<file path="src/rtl/core/cde_pkg.sv">
package cde_pkg;

  localparam int unsigned DEPTH_DEFAULT = 16;
  localparam int unsigned OP_W = 3;
  localparam int unsigned KEY_W = 8;
  localparam int unsigned STATUS_W = 2;

  typedef enum logic [OP_W-1:0] {
    OP_PUSH_FRONT = 3'd0,
    OP_PUSH_BACK  = 3'd1,
    OP_POP_FRONT  = 3'd2,
    OP_POP_BACK   = 3'd3,
    OP_DUMP       = 3'd4
  } op_e;

  typedef enum logic [STATUS_W-1:0] {
    STATUS_OK    = 2'd0,
    STATUS_EMPTY = 2'd1,
    STATUS_FULL  = 2'd2
  } status_e;

  typedef enum logic [1:0] {
    ST_IDLE,
    ST_READ,
    ST_WAIT
  } ctrl_state_e;

  typedef enum logic [1:0] {
    RD_FRONT,
    RD_BACK,
    RD_DUMP_NEXT
  } rd_sel_e;

  typedef enum logic [1:0] {
    SRC_MEM,
    SRC_EMPTY,
    SRC_FULL
  } out_src_e;

  typedef struct packed {
    logic     push_front;
    logic     push_back;
    logic     pop_front;
    logic     pop_back;
    logic     rd_en;
    rd_sel_e  rd_sel;
    logic     dump_clr;
    logic     dump_inc;
    logic     out_load;
    out_src_e out_src;
    logic     out_last;
  } dp_cmd_t;

  typedef struct packed {
    logic empty;
    logic full;
    logic dump_last;
  } dp_sts_t;

endpackage

</file>
<file path="src/rtl/core/cde_if.sv">
interface cde_in_if;
  import cde_pkg::*;

  logic             valid;
  logic             ready;
  logic [OP_W-1:0]  operation;
  logic [KEY_W-1:0] key_in;

  modport source (output valid, output operation, output key_in, input ready);
  modport sink (input valid, input operation, input key_in, output ready);
endinterface

interface cde_out_if;
  import cde_pkg::*;

  logic                valid;
  logic                ready;
  logic [KEY_W-1:0]    key_out;
  logic [STATUS_W-1:0] status;
  logic                last;

  modport source (output valid, output key_out, output status, output last, input ready);
  modport sink (input valid, input key_out, input status, input last, output ready);
endinterface

</file>
<file path="src/rtl/core/cde_ctrl.sv">
module cde_ctrl (
  input  logic                  clk_i,
  input  logic                  rst_ni,
  input  logic                  in_valid_i,
  input  logic [cde_pkg::OP_W-1:0] operation_i,
  output logic                  in_ready_o,
  output logic                  out_valid_o,
  input  logic                  out_ready_i,
  input  cde_pkg::dp_sts_t      sts_i,
  output cde_pkg::dp_cmd_t      cmd_o
);
  import cde_pkg::*;

  ctrl_state_e state_q, state_d;
  logic        dump_q, dump_d;

  always_ff @(posedge clk_i or negedge rst_ni) begin
    if (!rst_ni) begin
      state_q <= ST_IDLE;
      dump_q  <= 1'b0;
    end else begin
      state_q <= state_d;
      dump_q  <= dump_d;
    end
  end

  always_comb begin
    state_d     = state_q;
    dump_d      = dump_q;
    cmd_o       = '0;
    cmd_o.rd_sel  = RD_FRONT;
    cmd_o.out_src = SRC_MEM;
    in_ready_o  = (state_q == ST_IDLE);
    out_valid_o = (state_q == ST_WAIT);
    case (state_q)
      ST_IDLE: begin
        if (in_valid_i) begin
          dump_d = 1'b0;
          case (op_e'(operation_i))
            OP_PUSH_FRONT, OP_PUSH_BACK: begin
              if (sts_i.full) begin
                cmd_o.out_load = 1'b1;
                cmd_o.out_src  = SRC_FULL;
                cmd_o.out_last = 1'b1;
                state_d        = ST_WAIT;
              end else if (op_e'(operation_i) == OP_PUSH_FRONT) begin
                cmd_o.push_front = 1'b1;
              end else begin
                cmd_o.push_back = 1'b1;
              end
            end
            OP_POP_FRONT, OP_POP_BACK: begin
              if (sts_i.empty) begin
                cmd_o.out_load = 1'b1;
                cmd_o.out_src  = SRC_EMPTY;
                cmd_o.out_last = 1'b1;
                state_d        = ST_WAIT;
              end else begin
                cmd_o.rd_en = 1'b1;
                if (op_e'(operation_i) == OP_POP_FRONT) begin
                  cmd_o.pop_front = 1'b1;
                  cmd_o.rd_sel    = RD_FRONT;
                end else begin
                  cmd_o.pop_back = 1'b1;
                  cmd_o.rd_sel   = RD_BACK;
                end
                state_d = ST_READ;
              end
            end
            OP_DUMP: begin
              if (sts_i.empty) begin
                cmd_o.out_load = 1'b1;
                cmd_o.out_src  = SRC_EMPTY;
                cmd_o.out_last = 1'b1;
                state_d        = ST_WAIT;
              end else begin
                cmd_o.rd_en    = 1'b1;
                cmd_o.rd_sel   = RD_FRONT;
                cmd_o.dump_clr = 1'b1;
                dump_d         = 1'b1;
                state_d        = ST_READ;
              end
            end
            default: begin
            end
          endcase
        end
      end
      ST_READ: begin
        cmd_o.out_load = 1'b1;
        cmd_o.out_src  = SRC_MEM;
        cmd_o.out_last = dump_q ? sts_i.dump_last : 1'b1;
        state_d        = ST_WAIT;
      end
      ST_WAIT: begin
        if (out_ready_i) begin
          if (dump_q && !sts_i.dump_last) begin
            cmd_o.dump_inc = 1'b1;
            cmd_o.rd_en    = 1'b1;
            cmd_o.rd_sel   = RD_DUMP_NEXT;
            state_d        = ST_READ;
          end else begin
            state_d = ST_IDLE;
          end
        end
      end
      default: begin
        state_d = ST_IDLE;
      end
    endcase
  end

endmodule

</file>
<file path="src/rtl/core/cde_dp.sv">
module cde_dp #(
  parameter int unsigned DEPTH = cde_pkg::DEPTH_DEFAULT
) (
  input  logic                         clk_i,
  input  logic                         rst_ni,
  input  logic [cde_pkg::KEY_W-1:0]    key_in_i,
  input  cde_pkg::dp_cmd_t             cmd_i,
  output cde_pkg::dp_sts_t             sts_o,
  output logic [cde_pkg::KEY_W-1:0]    key_out_o,
  output logic [cde_pkg::STATUS_W-1:0] status_o,
  output logic                         last_o
);
  import cde_pkg::*;

  localparam int unsigned AW = $clog2(DEPTH);
  localparam int unsigned CW = $clog2(DEPTH + 1);
  localparam logic [AW:0]   DEPTH_S = (AW + 1)'(DEPTH);
  localparam logic [AW-1:0] LAST_IDX = AW'(DEPTH - 1);

  logic [KEY_W-1:0] mem [DEPTH];
  logic [KEY_W-1:0] rd_data_q;
  logic [AW-1:0]    front_q, front_d;
  logic [CW-1:0]    count_q, count_d;
  logic [AW-1:0]    idx_q, idx_d;
  logic [KEY_W-1:0] key_q;
  status_e          status_q;
  logic             last_q;
  logic [AW-1:0]    front_dec;
  logic [AW-1:0]    wr_addr;
  logic [AW-1:0]    rd_addr;
  logic             wr_en;

  function automatic logic [AW-1:0] slot(input logic [AW-1:0] base, input logic [AW-1:0] off);
    logic [AW:0] sum;
    sum = {1'b0, base} + {1'b0, off};
    if (sum >= DEPTH_S) begin
      sum = sum - DEPTH_S;
    end
    return sum[AW-1:0];
  endfunction

  assign front_dec = (front_q == '0) ? LAST_IDX : front_q - AW'(1);

  assign sts_o.empty     = (count_q == '0);
  assign sts_o.full      = (count_q == CW'(DEPTH));
  assign sts_o.dump_last = ((CW'(idx_q) + CW'(1)) == count_q);

  always_comb begin
    front_d = front_q;
    count_d = count_q;
    idx_d   = idx_q;
    wr_en   = 1'b0;
    wr_addr = front_dec;
    if (cmd_i.push_front) begin
      front_d = front_dec;
      count_d = count_q + CW'(1);
      wr_en   = 1'b1;
      wr_addr = front_dec;
    end else if (cmd_i.push_back) begin
      count_d = count_q + CW'(1);
      wr_en   = 1'b1;
      wr_addr = slot(front_q, count_q[AW-1:0]);
    end else if (cmd_i.pop_front) begin
      front_d = slot(front_q, AW'(1));
      count_d = count_q - CW'(1);
    end else if (cmd_i.pop_back) begin
      count_d = count_q - CW'(1);
    end
    if (cmd_i.dump_clr) begin
      idx_d = '0;
    end else if (cmd_i.dump_inc) begin
      idx_d = idx_q + AW'(1);
    end
  end

  always_comb begin
    case (cmd_i.rd_sel)
      RD_FRONT:     rd_addr = front_q;
      RD_BACK:      rd_addr = slot(front_q, AW'(count_q - CW'(1)));
      RD_DUMP_NEXT: rd_addr = slot(front_q, idx_q + AW'(1));
      default:      rd_addr = front_q;
    endcase
  end

  always_ff @(posedge clk_i or negedge rst_ni) begin
    if (!rst_ni) begin
      front_q <= '0;
      count_q <= '0;
      idx_q   <= '0;
    end else begin
      front_q <= front_d;
      count_q <= count_d;
      idx_q   <= idx_d;
    end
  end

  // key storage, one write and one registered read port
  always_ff @(posedge clk_i) begin
    if (wr_en) begin
      mem[wr_addr] <= key_in_i;
    end
    if (cmd_i.rd_en) begin
      rd_data_q <= mem[rd_addr];
    end
  end

  always_ff @(posedge clk_i) begin
    if (cmd_i.out_load) begin
      last_q <= cmd_i.out_last;
      case (cmd_i.out_src)
        SRC_MEM: begin
          key_q    <= rd_data_q;
          status_q <= STATUS_OK;
        end
        SRC_EMPTY: begin
          key_q    <= '0;
          status_q <= STATUS_EMPTY;
        end
        SRC_FULL: begin
          key_q    <= '0;
          status_q <= STATUS_FULL;
        end
        default: begin
          key_q    <= '0;
          status_q <= STATUS_EMPTY;
        end
      endcase
    end
  end

  assign key_out_o = key_q;
  assign status_o  = status_q;
  assign last_o    = last_q;

endmodule

</file>
<file path="src/rtl/core/char_deque_engine.sv">
// Double-ended queue of 8-bit keys in a circular buffer of DEPTH entries.
// One item is handled at a time. A push that fits gives no result; a push
// to a full queue, and a pop or dump of an empty queue, give one flagged
// result in the cycle after the item is taken. A pop gives its key, and a
// dump streams the stored keys front to back, last one marked, reading the
// next key only after the output has taken the one before: each key passes
// through the registered read port of the key memory and then the output
// register. The next item is taken in the cycle after the final result is
// taken.
module char_deque_engine #(
  parameter int unsigned DEPTH = cde_pkg::DEPTH_DEFAULT
) (
  input  logic      clk_i,
  input  logic      rst_ni,
  cde_in_if.sink    in_i,
  cde_out_if.source out_o
);
  import cde_pkg::*;

  dp_cmd_t cmd;
  dp_sts_t sts;

  cde_ctrl u_ctrl (
    .clk_i       (clk_i),
    .rst_ni      (rst_ni),
    .in_valid_i  (in_i.valid),
    .operation_i (in_i.operation),
    .in_ready_o  (in_i.ready),
    .out_valid_o (out_o.valid),
    .out_ready_i (out_o.ready),
    .sts_i       (sts),
    .cmd_o       (cmd)
  );

  cde_dp #(
    .DEPTH (DEPTH)
  ) u_dp (
    .clk_i     (clk_i),
    .rst_ni    (rst_ni),
    .key_in_i  (in_i.key_in),
    .cmd_i     (cmd),
    .sts_o     (sts),
    .key_out_o (out_o.key_out),
    .status_o  (out_o.status),
    .last_o    (out_o.last)
  );

endmodule

</file>
<file path="src/flat_wrapper.sv">
// flat-port wrapper written by rule: the top's interface ports become plain ports
module char_deque_engine_flat import cde_pkg::*;
#(
  parameter int unsigned DEPTH = cde_pkg::DEPTH_DEFAULT
)
  (clk_i, rst_ni, in_i_valid, in_i_operation, in_i_key_in, in_i_ready, out_o_valid, out_o_key_out, out_o_status, out_o_last, out_o_ready);
  cde_in_if in_i_i ();
  cde_out_if out_o_i ();
  input  logic clk_i;
  input  logic rst_ni;
  input wire logic [$bits(in_i_i.valid)-1:0] in_i_valid;
  input wire logic [$bits(in_i_i.operation)-1:0] in_i_operation;
  input wire logic [$bits(in_i_i.key_in)-1:0] in_i_key_in;
  output wire logic [$bits(in_i_i.ready)-1:0] in_i_ready;
  output wire logic [$bits(out_o_i.valid)-1:0] out_o_valid;
  output wire logic [$bits(out_o_i.key_out)-1:0] out_o_key_out;
  output wire logic [$bits(out_o_i.status)-1:0] out_o_status;
  output wire logic [$bits(out_o_i.last)-1:0] out_o_last;
  input wire logic [$bits(out_o_i.ready)-1:0] out_o_ready;
  assign in_i_i.valid = in_i_valid;
  assign in_i_i.operation = in_i_operation;
  assign in_i_i.key_in = in_i_key_in;
  assign in_i_ready = in_i_i.ready;
  assign out_o_valid = out_o_i.valid;
  assign out_o_key_out = out_o_i.key_out;
  assign out_o_status = out_o_i.status;
  assign out_o_last = out_o_i.last;
  assign out_o_i.ready = out_o_ready;
  char_deque_engine #(.DEPTH(DEPTH)) u_core (.clk_i(clk_i), .rst_ni(rst_ni), .in_i(in_i_i), .out_o(out_o_i));
endmodule
</file>
<file path="config.mk">
export PLATFORM = sky130hd
export DESIGN_NAME = char_deque_engine_flat
export DESIGN_NICKNAME = d
export VERILOG_FILES = /design/src/rtl/core/cde_pkg.sv /design/src/rtl/core/cde_if.sv /design/src/rtl/core/cde_ctrl.sv /design/src/rtl/core/cde_dp.sv /design/src/rtl/core/char_deque_engine.sv /design/src/flat_wrapper.sv
export SDC_FILE = /design/constraint.sdc
export NUM_CORES = 1
export LEC_CHECK = 0
export ABC_AREA = 1
export ABC_CLOCK_PERIOD_IN_PS = 3400
export BUFFER_PORTS_ARGS = -buffer_cell sky130_fd_sc_hd__buf_2
export CORE_MARGIN = 2
export CORE_UTILIZATION = 45
export CTS_CLUSTER_DIAMETER = 80
export DETAILED_ROUTE_END_ITERATION = 6
export MAX_ROUTING_LAYER = met4
export SLEW_MARGIN = 20
export SYNTH_ARGS = -nofsm -noshare
export SYNTH_HDL_FRONTEND = slang
export SYNTH_SLANG_ARGS = --single-unit
</file>
<file path="constraint.sdc">
create_clock -name clk_i -period 3.4 [get_ports clk_i]
set_input_delay 0.68 -clock clk_i [delete_from_list [all_inputs] [get_ports clk_i]]
set_output_delay 0.68 -clock clk_i [all_outputs]
set_load 0.01 [all_outputs]
</file>
Yosys cells after proc, flatten, opt, wreduce, memory -nomap -nowiden --
Memory sizes are Yosys's and may differ from the RTL's. A register that Yosys moved wholly into a read port is not among the register bits. Index checks and enable logic that the tools add are counted.
Storage, ports and cells: RAM bits 128, output and inout port bits 13, memories 1, register bits 27
Memories:
- u_core.u_dp.mem | words 16, bits a word 8, rd ports 1, clocked after memory_dff 1, wr ports 1, line cde_dp.sv:20 | logic [KEY_W-1:0] mem [DEPTH];
Operators by class: muxes and demuxes 58, order comparisons 4, add/subtract/negate cells 13, eq/ne operators 16, reductions and logical operators 16
Operators by type and width (count):
- $mux W4 | 17
- $mux W5 | 5
- $pmux W4 S2 | 3
- $ge A5 B5 Y1 const B | 4
- $sub A4 B1 Y4 const B | 5
- $mux W1 | 18
- $add A4 B4 Y5 | 3
- $mux W2 | 7
- $pmux W3 S2 | 2
- $add A4 B1 Y5 const B | 2
- $mux W8 | 1
- $pmux W2 S2 | 2
- $eq A2 B2 Y1 const B | 3
- $eq A3 B2 Y1 const B | 2
- $mux W3 | 2
- $ne A3 B2 Y1 const B | 2
- $pmux W2 S3 | 1
- $add A5 B1 Y5 const B | 1
- $eq A5 B5 Y1 | 1
- $eq A5 B5 Y1 const B | 1
- $logic_not A5 Y1 | 1
- $sub A5 B1 Y5 const B | 1
- $add A4 B1 Y4 const B | 1
- $eq A2 B1 Y1 const B | 2
- other kinds (15) | 20

Longest topological paths before layout --
depth after elaboration 10, depth in mapped cells 26, depth with buffers taken out 25

By module --
Synthesis repeated with hierarchy kept, for this count alone.
Unflattened totals: cells, all modules 814, area total of the unflattened synthesis 7887.6 um2
Modules (own cells, without submodules):
- cde_dp | area an instance 7546.0 um2, instances 1, seq. area each 4739.5 um2, cells an instance 766
- cde_ctrl | area an instance 341.6 um2, instances 1, seq. area each 75.1 um2, cells an instance 48

Worst setup path before layout --
No wires, ideal clock.
kind reg2reg, start register u_core.u_dp.idx_q[0], end register u_core.u_dp.rd_data_q[3] (read register of u_core.u_dp.mem), data pin, setup time 0.253 ns, stages on the path, launching flop included 25, setup slack -0.176 ns, clock period less this slack 3.576 ns, arrival 3.323 ns, required time 3.147 ns, cells stage by stage dfrtp_1 ha_1 inv_1 nand2_1 nand2_1 nand3_1 nor2_1 nand2_1 nand4_1 inv_1 ha_1 nand2_1 o21ai_0 ha_1 inv_1 fa_1 o21ai_1 inv_1 clkbuf_1 o21ai_0 o22ai_1 nand2_1 nand2_1 nand2_1 nand2_1
On the way: longest elaborated chain between the ends 9, elaborated cells on any way between the ends 15, those cells by class 4 x add/sub; 1 x order compare; 3 x eq/ne; 5 x mux; 2 x reduce/logical
Ends and longest elaborated chain:
- start: declaration | line cde_dp.sv:24 | logic [AW-1:0] idx_q, idx_d;
- start signal: assignment | line cde_dp.sv:93 | idx_q <= idx_d;
- branches (longest 9 deep; another with $add A4 B4 Y5)
- end: declaration | line cde_dp.sv:21 | logic [KEY_W-1:0] rd_data_q;
Parallel ways; which one is timed is not known. A chain may end at the register's enable or synchronous reset.

Worst setup path in the final report --
start register u_core.u_dp.idx_q[0], end register u_core.u_dp.rd_data_q[4] (read register of u_core.u_dp.mem), data pin
The elaborated chain is that of the path after synthesis.

==> metrics.cfg <==
[run_status]
status = finished with violations
violations = setup timing

[critical_path]
cp_common_cell = nand2_1
critical_path_required_ns = 3.71
critPathTopFamily = adder cells
crit_cells = 23
cpMaxStageDelayCell = fa_1
max_stage_delay_ns = 0.49
cp_cell_sequence = ha_4 -> inv_2 -> nand2_2 -> nand2_2 -> nand3_2 -> nor2_4 -> nand2_1 -> nand4_1 -> inv_2 -> ha_4 -> o21ai_2 -> ha_2 -> inv_2 -> fa_1 -> o21ai_4 -> buf_12 -> buf_8 -> o21ai_0 -> o21ai_1 -> nand2_1 -> nand2_1 -> nand3_1 -> nand2_1
critical_path_class = flip-flop to flip-flop
crit_path_end_kind = flip-flop
worstPathArrival_ns = 3.90
r2r_cells = 23
cp_num_buf_inv = 5
start_kind = flip-flop
path_max_fanout = 6

[clock_network]
tritoncts = built
cts_max_level = 4
clock_latency_ns = 0.43
clock-sinks = 163
cts_inserted_buffers = 17
clkSlewWorstSetupHoldPaths_ns = 0.07
clockBufferDepth = 2
ctsRootBufferMaster = clkbuf_16

[placement]
gp_congestion = 0.870
place_area_sq_um = 8270
dpl.hpwl_mm = 11.9
port_buffers = 27

[detailed_routing]
finalWirelength_mm = 18.2
route.detailed.drc = 0
via_per_inst = 5.23
drtIter0Drc = 445
detail-route-antenna-nets = 0
dr.pass1.iters = 5
routedWlPerCell_um = 17.6
vias = 5414
top_layer_used = met4
drt-met1-wl_mm = 7.94
dr_wl_met3_um = 951
wl_met2_mm = 8.99

[final_layout]
finalNetCount = 834
area.growth.synth_to_final_pct = 21.6
drive_above_1_share_pct = 22.9
final_area_sq_um = 9150
fillCellCount = 1428
diodes = 0

[timing]
finalCriticalPeriod_ns = 3.60
fmax_mhz = 278
fin_crit_sh_pct = 106
worst_slack_ns = -0.197
hold_viol_final = 0
max_slew_margin_pct = 72.9
rsz0062_at_grt = yes
holdWs_ns = 0.172
worstMarginPinSlew_ns = 0.406
skew_ns = 0.0123
slew_viol_final = 0
setup_viol = 8

[global_route]
grt_pass1_vias = 5445
grt_max_degree = 31
overflow = 0
grt_antenna_before_repair = 0
grt_pass1_wl_mm = 29.3
track_usage_pct = 22.4

[die]
coreArea_sq_um = 16500
start_util_pct = 45.7
die-area_sq_um = 17800
die_height_um = 133
io-pin-count = 28
rows = 47
die_width_um = 133

[yosys]
ys_warn_count = 0
synthesis.area_sq_um = 7520
synth_cell_types = 38
ys_ff_latch = 163
avgSynthCellArea_sq_um = 10.5
synth_cells = 714
ys_seq_area_share_pct = 64.0
syn-num-nets = 745

[min_path]
min_path_type = input port to async pin

[flow_run]
maxCapViolCount = 0

[power]
leakage_nw = 3.72
power.density_nw_per_um2 = 879
ir_drop_mv = 0.425

worst paths after layout:
| path | slack (ns) | start | end |
|---|---|---|---|
| min in group clk_i | 0.50 | out_o_ready | u_core.u_ctrl.state_q[1]$_DFFE_PN0P_ |
| max reg2reg | -0.20 | u_core.u_dp.idx_q[0]$_DFFE_PN0P_ | u_core.u_dp.rd_data_q[4]$_DFFE_PP_ |
| min reg2reg | 0.59 | u_core.u_ctrl.dump_q$_DFFE_PN0P_ | u_core.u_ctrl.dump_q$_DFFE_PN0P_ |
| max in group asynchronous | 2.94 | rst_ni | u_core.u_dp.front_q[1]$_DFFE_PN0P_ |
| min | 0.17 | rst_ni | u_core.u_dp.idx_q[3]$_DFFE_PN0P_ |
| max | -0.20 | u_core.u_dp.idx_q[0]$_DFFE_PN0P_ | u_core.u_dp.rd_data_q[4]$_DFFE_PP_ |
final cells by class:
cell class,instances,area [sq um],area share (%)
Clock inverter,14,168,1.83
Inverter,69,263,2.87
Tap cell,220,275,3.01
Multi-Input combinational cell,458,2440,26.7
Timing Repair Buffer,94,757,8.28
Sequential cell,163,4810,52.6
Clock buffer,17,425,4.65
registers in the layout, summed over array words and instances (netlist names):
name and flops:
u_core.u_ctrl.dump_q 1, u_core.u_ctrl.state_q 2, u_core.u_dp.count_q 5, u_core.u_dp.front_q 4, u_core.u_dp.idx_q 4, u_core.u_dp.key_out_o 8
u_core.u_dp.last_o 1, u_core.u_dp.mem 128, u_core.u_dp.rd_data_q 8, u_core.u_dp.status_o 2
where the power goes:
part	leakage, nW	internal, mW	switching, mW
clock	0.290	1.10	0.839
combinational	1.91	1.38	2.16
sequential	1.53	2.40	0.150
layer usage:
layer	vias up	track usage, %
li1	2617	-
met1	2593	29.0
met2	181	36.5
met3	23	3.77
met4	0	7.03
met5	-	-
cell usage in the layout, fill, tap and decap left out, types with 3 or more instances in the layout:
| cell type | instances |
|---|---|
| ha_1 | 11 |
| buf_12 | 3 |
| nand4_1 | 5 |
| nor2_4 | 4 |
| o211ai_1 | 9 |
| buf_6 | 3 |
| a21oi_2 | 5 |
| nand3_1 | 29 |
| o21ai_0 | 48 |
| nand2_2 | 13 |
| inv_6 | 6 |
| inv_2 | 12 |
| o21ai_2 | 9 |
| o22ai_1 | 15 |
| inv_1 | 55 |
| buf_8 | 4 |
| clkbuf_16 | 17 |
| nor2_1 | 78 |
| dfrtp_1 | 16 |
| edfxtp_1 | 147 |
| nand2_1 | 168 |
| nand3_2 | 6 |
| xor2_1 | 5 |
| buf_4 | 55 |
| o21ai_1 | 20 |
| buf_2 | 27 |
| a21oi_1 | 7 |
| xnor2_1 | 5 |
kinds of logic (layout without fill, tap and decap cells):
group | after synthesis | in the layout | synth area share (%)
buffers and inverters | 93 | 194 | 5.11
xor gates and xnor gates | 10 | 10 | 1.16
adders and majority gates | 16 | 16 | 2.86
and+or+nand+nor | 312 | 312 | 17.9
AOI/OAI and AO/OA | 120 | 120 | 8.97
DFF | 163 | 163 | 64.0
cell usage after synthesis (all sizes together):
cell type | n | area share, %
nand2 | 183 | 9.5
edfxtp | 147 | 59
nor2 | 84 | 4.7
o21ai | 78 | 5.4
inv | 68 | 3.4
nand3 | 36 | 2.8
o22ai | 17 | 1.4
dfrtp | 16 | 5.3
ha | 14 | 2.3
a21oi | 12 | 0.85
buf | 12 | 1.0
clkbuf | 12 | 0.62
o211ai | 9 | 0.90
nand4 | 6 | 0.58
xnor2 | 5 | 0.58
xor2 | 5 | 0.58
fa | 2 | 0.53
nor3 | 2 | 0.13
o221ai | 2 | 0.23
a31oi | 1 | 0.083
clkinv | 1 | 0.066
nand3b | 1 | 0.10
o31ai | 1 | 0.10
metrics by stage:
stage / utilization [%] / instances / power [mW] / TNS (ns) / setup slack, ns
2_1_floorplan: - / 714 / 4.68 / 0 / 0.0136
3_3_place_gp: 50.2 / 993 / 5.63 / -1.37 / -0.216
3_5_place_dp: 50.2 / 993 / 5.69 / -1.71 / -0.243
4_1_cts: 55.3 / 1034 / 8.01 / -1.15 / -0.151
5_1_grt: 55.6 / 1035 / 8.58 / -3.12 / -0.402
6_report: 55.6 / 1035 / 8.04 / -1.48 / -0.197
what timing repair did:
action / CTS / global route
hold buffers: 0 / 0
pin swaps: 30 / 18
gates resized for setup: 56 / 14
endpoints found under the setup margin: 8 / 8
buffers inserted: 6 / 1
gates cloned: 4 / 0
Note: power is estimated with default switching activity, not from simulation.
